## src/design/stkm_pkg.sv

```systemverilog
// Shared types and codes for the stack machine microstep datapath.
package stkm_pkg;

	typedef enum logic [1:0] {
		CMD_EXEC     = 2'd0,
		CMD_LOAD_MEM = 2'd1,
		CMD_LOAD_REG = 2'd2,
		CMD_READ_MEM = 2'd3
	} cmd_t;

	typedef enum logic [1:0] {
		ALU_AND  = 2'd0,
		ALU_OR   = 2'd1,
		ALU_NOTB = 2'd2,
		ALU_ADD  = 2'd3
	} alu_fn_t;

	typedef enum logic [3:0] {
		RC_MAR = 4'd0,
		RC_MDR = 4'd1,
		RC_PC  = 4'd2,
		RC_MBR = 4'd3,
		RC_SP  = 4'd4,
		RC_LV  = 4'd5,
		RC_CPP = 4'd6,
		RC_TOS = 4'd7,
		RC_OPC = 4'd8,
		RC_H   = 4'd9
	} reg_choice_t;

	localparam logic [3:0] B_MDR   = 4'd0;
	localparam logic [3:0] B_PC    = 4'd1;
	localparam logic [3:0] B_MBRS  = 4'd2;
	localparam logic [3:0] B_MBRU  = 4'd3;
	localparam logic [3:0] B_SP    = 4'd4;
	localparam logic [3:0] B_LV    = 4'd5;
	localparam logic [3:0] B_CPP   = 4'd6;
	localparam logic [3:0] B_TOS   = 4'd7;

	localparam int MW_SLL8  = 22;
	localparam int MW_SRA1  = 21;
	localparam int MW_F0    = 20;
	localparam int MW_F1    = 19;
	localparam int MW_ENA   = 18;
	localparam int MW_ENB   = 17;
	localparam int MW_INVA  = 16;
	localparam int MW_INC   = 15;
	localparam int MW_C_H   = 14;
	localparam int MW_C_OPC = 13;
	localparam int MW_C_TOS = 12;
	localparam int MW_C_CPP = 11;
	localparam int MW_C_LV  = 10;
	localparam int MW_C_SP  = 9;
	localparam int MW_C_PC  = 8;
	localparam int MW_C_MDR = 7;
	localparam int MW_C_MAR = 6;
	localparam int MW_WRITE = 5;
	localparam int MW_READ  = 4;

	localparam int UWORD_W = 23;
	localparam int WORDS_W = 9;

	typedef struct packed {
		logic [31:0] h;
		logic [31:0] opc;
		logic [31:0] tos;
		logic [31:0] cpp;
		logic [31:0] lv;
		logic [31:0] sp;
		logic [31:0] pc;
		logic [31:0] mdr;
		logic [31:0] mar;
		logic [7:0]  mbr;
	} arch_regs_t;

	typedef struct packed {
		logic        we;
		logic        re;
		logic [31:0] addr;
		logic [31:0] wdata;
	} mem_req_t;

endpackage

```

## src/design/stkm_alu.sv

```systemverilog
// B-bus select, ALU and shifter of the microstep datapath.
module stkm_alu (
	input  logic [stkm_pkg::UWORD_W-1:0] uword,
	input  stkm_pkg::arch_regs_t         regs,
	output logic [31:0]                  result
);

	logic [31:0] b_sel;
	logic [31:0] a_op;
	logic [31:0] b_op;
	logic [31:0] alu_out;
	logic [31:0] shl_out;

	always_comb begin
		case (uword[3:0])
			stkm_pkg::B_MDR:  b_sel = regs.mdr;
			stkm_pkg::B_PC:   b_sel = regs.pc;
			stkm_pkg::B_MBRS: b_sel = {{24{regs.mbr[7]}}, regs.mbr};
			stkm_pkg::B_MBRU: b_sel = {24'd0, regs.mbr};
			stkm_pkg::B_SP:   b_sel = regs.sp;
			stkm_pkg::B_LV:   b_sel = regs.lv;
			stkm_pkg::B_CPP:  b_sel = regs.cpp;
			stkm_pkg::B_TOS:  b_sel = regs.tos;
			default:          b_sel = regs.opc;
		endcase

		a_op = uword[stkm_pkg::MW_ENA] ?
			(uword[stkm_pkg::MW_INVA] ? ~regs.h : regs.h) : 32'd0;
		b_op = uword[stkm_pkg::MW_ENB] ? b_sel : 32'd0;

		case (stkm_pkg::alu_fn_t'({uword[stkm_pkg::MW_F0], uword[stkm_pkg::MW_F1]}))
			stkm_pkg::ALU_AND:  alu_out = a_op & b_op;
			stkm_pkg::ALU_OR:   alu_out = a_op | b_op;
			stkm_pkg::ALU_NOTB: alu_out = ~b_op;
			default:            alu_out = a_op + b_op + {31'd0, uword[stkm_pkg::MW_INC]};
		endcase

		shl_out = uword[stkm_pkg::MW_SLL8] ? {alu_out[23:0], 8'd0} : alu_out;
		result  = uword[stkm_pkg::MW_SRA1] ? {shl_out[31], shl_out[31:1]} : shl_out;
	end

endmodule

```

## config.mk

```make
export PLATFORM = sky130hd
export DESIGN_NAME = stkm_alu
export DESIGN_NICKNAME = d
export VERILOG_FILES = /design/src/design/stkm_pkg.sv /design/src/design/stkm_alu.sv
export SDC_FILE = /design/constraint.sdc
export NUM_CORES = 1
export LEC_CHECK = 0
export BUFFER_PORTS_ARGS = -buffer_cell sky130_fd_sc_hd__buf_2
export CAP_MARGIN = 40
export CORE_AREA = 2 2 135 137
export DETAILED_ROUTE_END_ITERATION = 7
export DIE_AREA = 0 0 137 139
export GPL_ROUTABILITY_DRIVEN = 0
export GPL_TIMING_DRIVEN = 0
export PLACE_DENSITY = 0.63
export SLEW_MARGIN = 20
export SYNTH_ARGS = -nofsm -noshare
export SYNTH_HDL_FRONTEND = slang
export SYNTH_SLANG_ARGS = --single-unit
```

## constraint.sdc

```tcl
create_clock -name vclk -period 13.7
set_clock_uncertainty 0.2 [all_clocks]
set_input_delay 2.055 -clock vclk [all_inputs]
set_output_delay 2.055 -clock vclk [all_outputs]
set_load 0.02 [all_outputs]
```

# Yosys cells after proc, flatten, opt, wreduce, memory -nomap -nowiden
# Index checks and enable logic that the tools add are counted.
# Widths: inputs -> output; s select.
classes:
  addsub: 2
  eq_ne: 9
  muxes: 7
  bitwise_logic: 4
  n_reduce_logical: 2
ops:
  columns: ["cell", "n"]
  rows:
  - ["$pmux 32 s8", 1]
  - ["$mux 32", 4]
  - ["$pmux 32 s3", 1]
  - ["$not 32->32", 2]
  - ["$add 32x1->32", 1]
  - ["$add 32x32->32", 1]
  - ["$and 32x32->32", 1]
  - ["$or 32x32->32", 1]
  - ["$mux 31", 1]
  - ["$eq 4x3->1 const B", 4]
  - ["$eq 4x2->1 const B", 2]
  - ["$eq 4x1->1 const B", 1]
  - ["$logic_not 4->1", 1]
  - ["$eq 2x1->1 const B", 1]
  - ["$eq 2x2->1 const B", 1]
  - ["$logic_not 2->1", 1]
word_totals:
  regBits: 0
  in_bits: 319
  out_inout_bits: 32
  wordCells: 24

# Logic depth before layout (Yosys ltp)
depth:
  word_depth: 8
  ltp_mapped: 23
  ltp_nobuf: 20

# Worst setup path before layout
# Ideal clock, no wire load.
synth_timing:
  kind: "in2out"
  startpoint: "input port uword[3] (netlist bit)"
  endpoint: "output port result[22]"
  arrival_ps: 6766
  required_ps: 11445
  setup_slack_ps: 4679
  cell_stages: 20
  path_buffers: 3
  path_cell_list: "buf_4 -> clkinv_1 -> clkbuf_1 -> nand2_1 -> nor3_1 -> clkbuf_1 -> a221o_1 -> o221ai_1 -> ha_1 -> o21ai_0 -> a21oi_1 -> o41ai_1 -> o221a_2 -> o211ai_2 -> o21a_1 -> a211o_2 -> xnor2_1 -> o21ai_1 -> mux2i_1 -> o21ai_0"
synth_between:
  elab_chain_cells: 8
  elab_cells_between_ends: 18
  classes_between: "add/sub: 2; eq/ne: 7; mux: 5; bitwise: 3; reduce/logical: 1"
synth_rtl:
  columns: ["element", "line_no", "text"]
  rows:
  - ["from (decl)", "stkm_alu.sv:3", "input logic [stkm_pkg::UWORD_W-1:0] uword,"]
  - ["$eq 4x3->1, or another cell as far along", "stkm_alu.sv:15", "case (uword[3:0])"]
  - ["$pmux 32 s8 *", "stkm_alu.sv:15", null]
  - ["$mux 32 *", "stkm_alu.sv:29", "b_op = uword[stkm_pkg::MW_ENB] ? b_sel : 32'd0;"]
  - ["$add 32x32->32", "stkm_alu.sv:35", "default: alu_out = a_op + b_op + {31'd0, uword[stkm_pkg::MW_INC]};"]
  - ["$add 32x1->32", "stkm_alu.sv:35", null]
  - ["$pmux 32 s3 *", "stkm_alu.sv:31", "case (stkm_pkg::alu_fn_t'({uword[stkm_pkg::MW_F0], uword[stkm_pkg::MW_F1]}))"]
  - ["$mux 32 *", "stkm_alu.sv:38", "shl_out = uword[stkm_pkg::MW_SLL8] ? {alu_out[23:0], 8'd0} : alu_out;"]
  - ["$mux 31 *", "stkm_alu.sv:39", "result = uword[stkm_pkg::MW_SRA1] ? {shl_out[31], shl_out[31:1]} : shl_out;"]
  - ["to (decl)", "stkm_alu.sv:5", "output logic [31:0] result"]
# Every way passes the cells marked *; elsewhere a longest branch is shown, timed or not.

# Final worst setup path
layout_timing:
  startpoint: "input port uword[3] (netlist bit)"
  endpoint: "output port result[30]"
# The elaborated chain is that of the path after synthesis.

==> impl_metrics.toml <==
[run_status]
status = "finished, final reports clean"

[pwr]
power_density_nw_per_um2 = 42.9
ir_worst_vdd_mv = 0.0197
power.total_w = 0.000342
leakage_nw = 3.92

[critical_path]
cpMaxStageDelayCell = "nor2_1"
crit_type = "primary input to output port"
crit_path_max_incr_delay_ns = 0.59
crit_chain = "buf_2 > buf_4 > clkinv_1 > clkbuf_1 > nand2_1 > nor2_1 > clkbuf_1 > a221o_1 > o221ai_1 > ha_1 > o21ai_0 > a21oi_1 > o41ai_1 > o221a_2 > o211ai_2 > o21a_1 > a211o_2 > xnor2_1 > o21ai_1 > mux2i_1 > a221oi_2 > buf_2"
path_buf_inv = 6
start_kind = "primary input"
crit_required_ns = 11.44
critical_path.endpoint_type = "output port"
critPathArrivalTime_ns = 8.41
path_delay_family = "compound AO/OA/AOI/OAI gates"
crit_fanout = 10

[finish]
layoutNonFillerInstCount = 1409
ff_latch_area_sq_um = 0
drive_above_1_share_pct = 31.4
clock_buffers = 0
diodes = 0
nFillCells = 1891
multiInputGateArea_sq_um = 5570
numSequentialCells = 0
nets = 1559
areaGrowthSynthToFinish_pct = 29.4

[sta]
fin_setup_tns_ns = 0
slew_headroom_pct = 38.4
max_freq_mhz = 93.8
worst_slew_pin_slew_ns = 0.922
hold_viol_final = 0
setup_viol = 0
final_max_slew_viol_count = 0
timing.hold.ws_ns = 4.58
period_share_pct = 77.8
rsz0062_at_grt = "false"
min_period_ns = 10.67

[logic_synthesis]
synth_nets = 1253
synth_area_leader_cell = "ha_1"
synth_cells = 876
synth_area_sq_um = 6160
synth-warning-count = 0
yosysSeqAreaShare_pct = 0
syn_avg_cell_area_sq_um = 7.03
synth.distinct_cells = 87
ys_top_cells_by_area = "ha_1, mux2i_1, o21ai_0"
netlist.area_leader.share_pct = 11.4

[clocking]
cts_setup_buffers = 0
holdBufCountCts = 0
cts.repair.resized = 0

[route]
drt-initial-drc-count = 756
vias_per_cell = 5.89
avgRoutedWirePerCell_um = 21.5
drt-total-wl_mm = 30.3
vias = 8301
drc = 0
dr.pass1.iters = 5
ant_nets = 0

[placement]
numPlacedInstances = 1408
dpl.hpwl_mm = 25.7
port_buffers = 302

[global_routing]
grt_max_degree = 11
antenna_found_initial = 0
first_global_vias = 7785
overflow = 0
track_usage_pct = 30.1
grt_first_pass_wirelength_mm = 44.4

[floorplanning]
io-pin-count = 351
die_w_um = 137
coreArea_sq_um = 17700
fp-row-count = 49
die_height_um = 139
initial_core_util_pct = 34.9
die_area_sq_um = 19000

[min_path]
hold_path.class = "primary input to output port"

[run]
drv_cap = 0
-- logic make-up after synthesis --
logic type | share of synthesized area (%)
fa+ha+maj | 12.0
buf+inv | 9.51
xor+xnor | 7.68
compound gates | 36.2
simple gates | 16.6
mux | 17.9
-- path summary, 6_finish.rpt --
path	from	depth (start not counted)	slack [ns]	to
setup / recovery	uword[3]	22	3.03	result[30]
hold / removal	uword[21]	4	4.58	result[30]
-- layer usage --
layer / up-vias / part of all wire [%] / track usage, %
li1: 3867 / - / -
met1: 3860 / 40 / 40.3
met2: 518 / 45 / 48.8
met3: 56 / 12 / 6.83
met4: 0 / 3.0 / 7.05
met5: - / 0 / 0
-- final cells by class --
| class | instances | area share (%) |
|---|---|---|
| inverter | 80 | 3.77 |
| tap | 229 | 3.60 |
| timing repair buffer | 304 | 19.1 |
| multi-input combinational | 732 | 70.0 |
| buffer | 64 | 3.58 |
-- cell usage after synthesis (16+ instances only) --
cell and count:
and2_1 29, a21oi_1 59, o21ai_0 70, mux2_2 17, a22oi_1 18, inv_1 78, xor2_1 39, o211ai_1 16
nor2_1 58, nand2_1 61, ha_1 56, a211oi_1 22, mux2i_1 65, clkbuf_1 44
-- report_power, final --
group          internal (W)  leakage, nW  switching (W)
Clock                     0            0              0
Combinational      0.000138         3.92       0.000203
Sequential                0            0              0
Total              0.000138         3.92       0.000203
-- through the flow --
| stage | utilization, % | area [sq um] | setup slack, ns |
|---|---|---|---|
| 2_1_floorplan | - | 6160 | 4.68 |
| 3_3_place_gp | 45.1 | 7960 | 2.97 |
| 3_5_place_dp | 45.1 | 7960 | 3.26 |
| 4_1_cts | 45.1 | 7960 | 3.24 |
| 5_1_grt | 45.1 | 7970 | 2.70 |
| 6_report | 45.1 | 7970 | 3.03 |
-- placed cells by master (no fill, tap or decap), types with 8 or more instances in the layout --
cell,n
ha_1,56
buf_2,309
a31oi_1,8
a21oi_1,59
nand3_1,11
nand2_1,61
o211ai_1,16
inv_1,78
a22oi_1,18
clkbuf_1,44
a221o_1,10
a211oi_1,22
mux2i_1,65
mux4_2,10
nor3_1,11
a221oi_1,12
xor2_1,39
buf_1,8
nand2b_1,11
xnor2_1,15
nor2_1,58
o221ai_1,14
and2_1,29
mux2_2,17
a21o_1,10
o21ai_0,70
(Power assumes the default switching activity.)
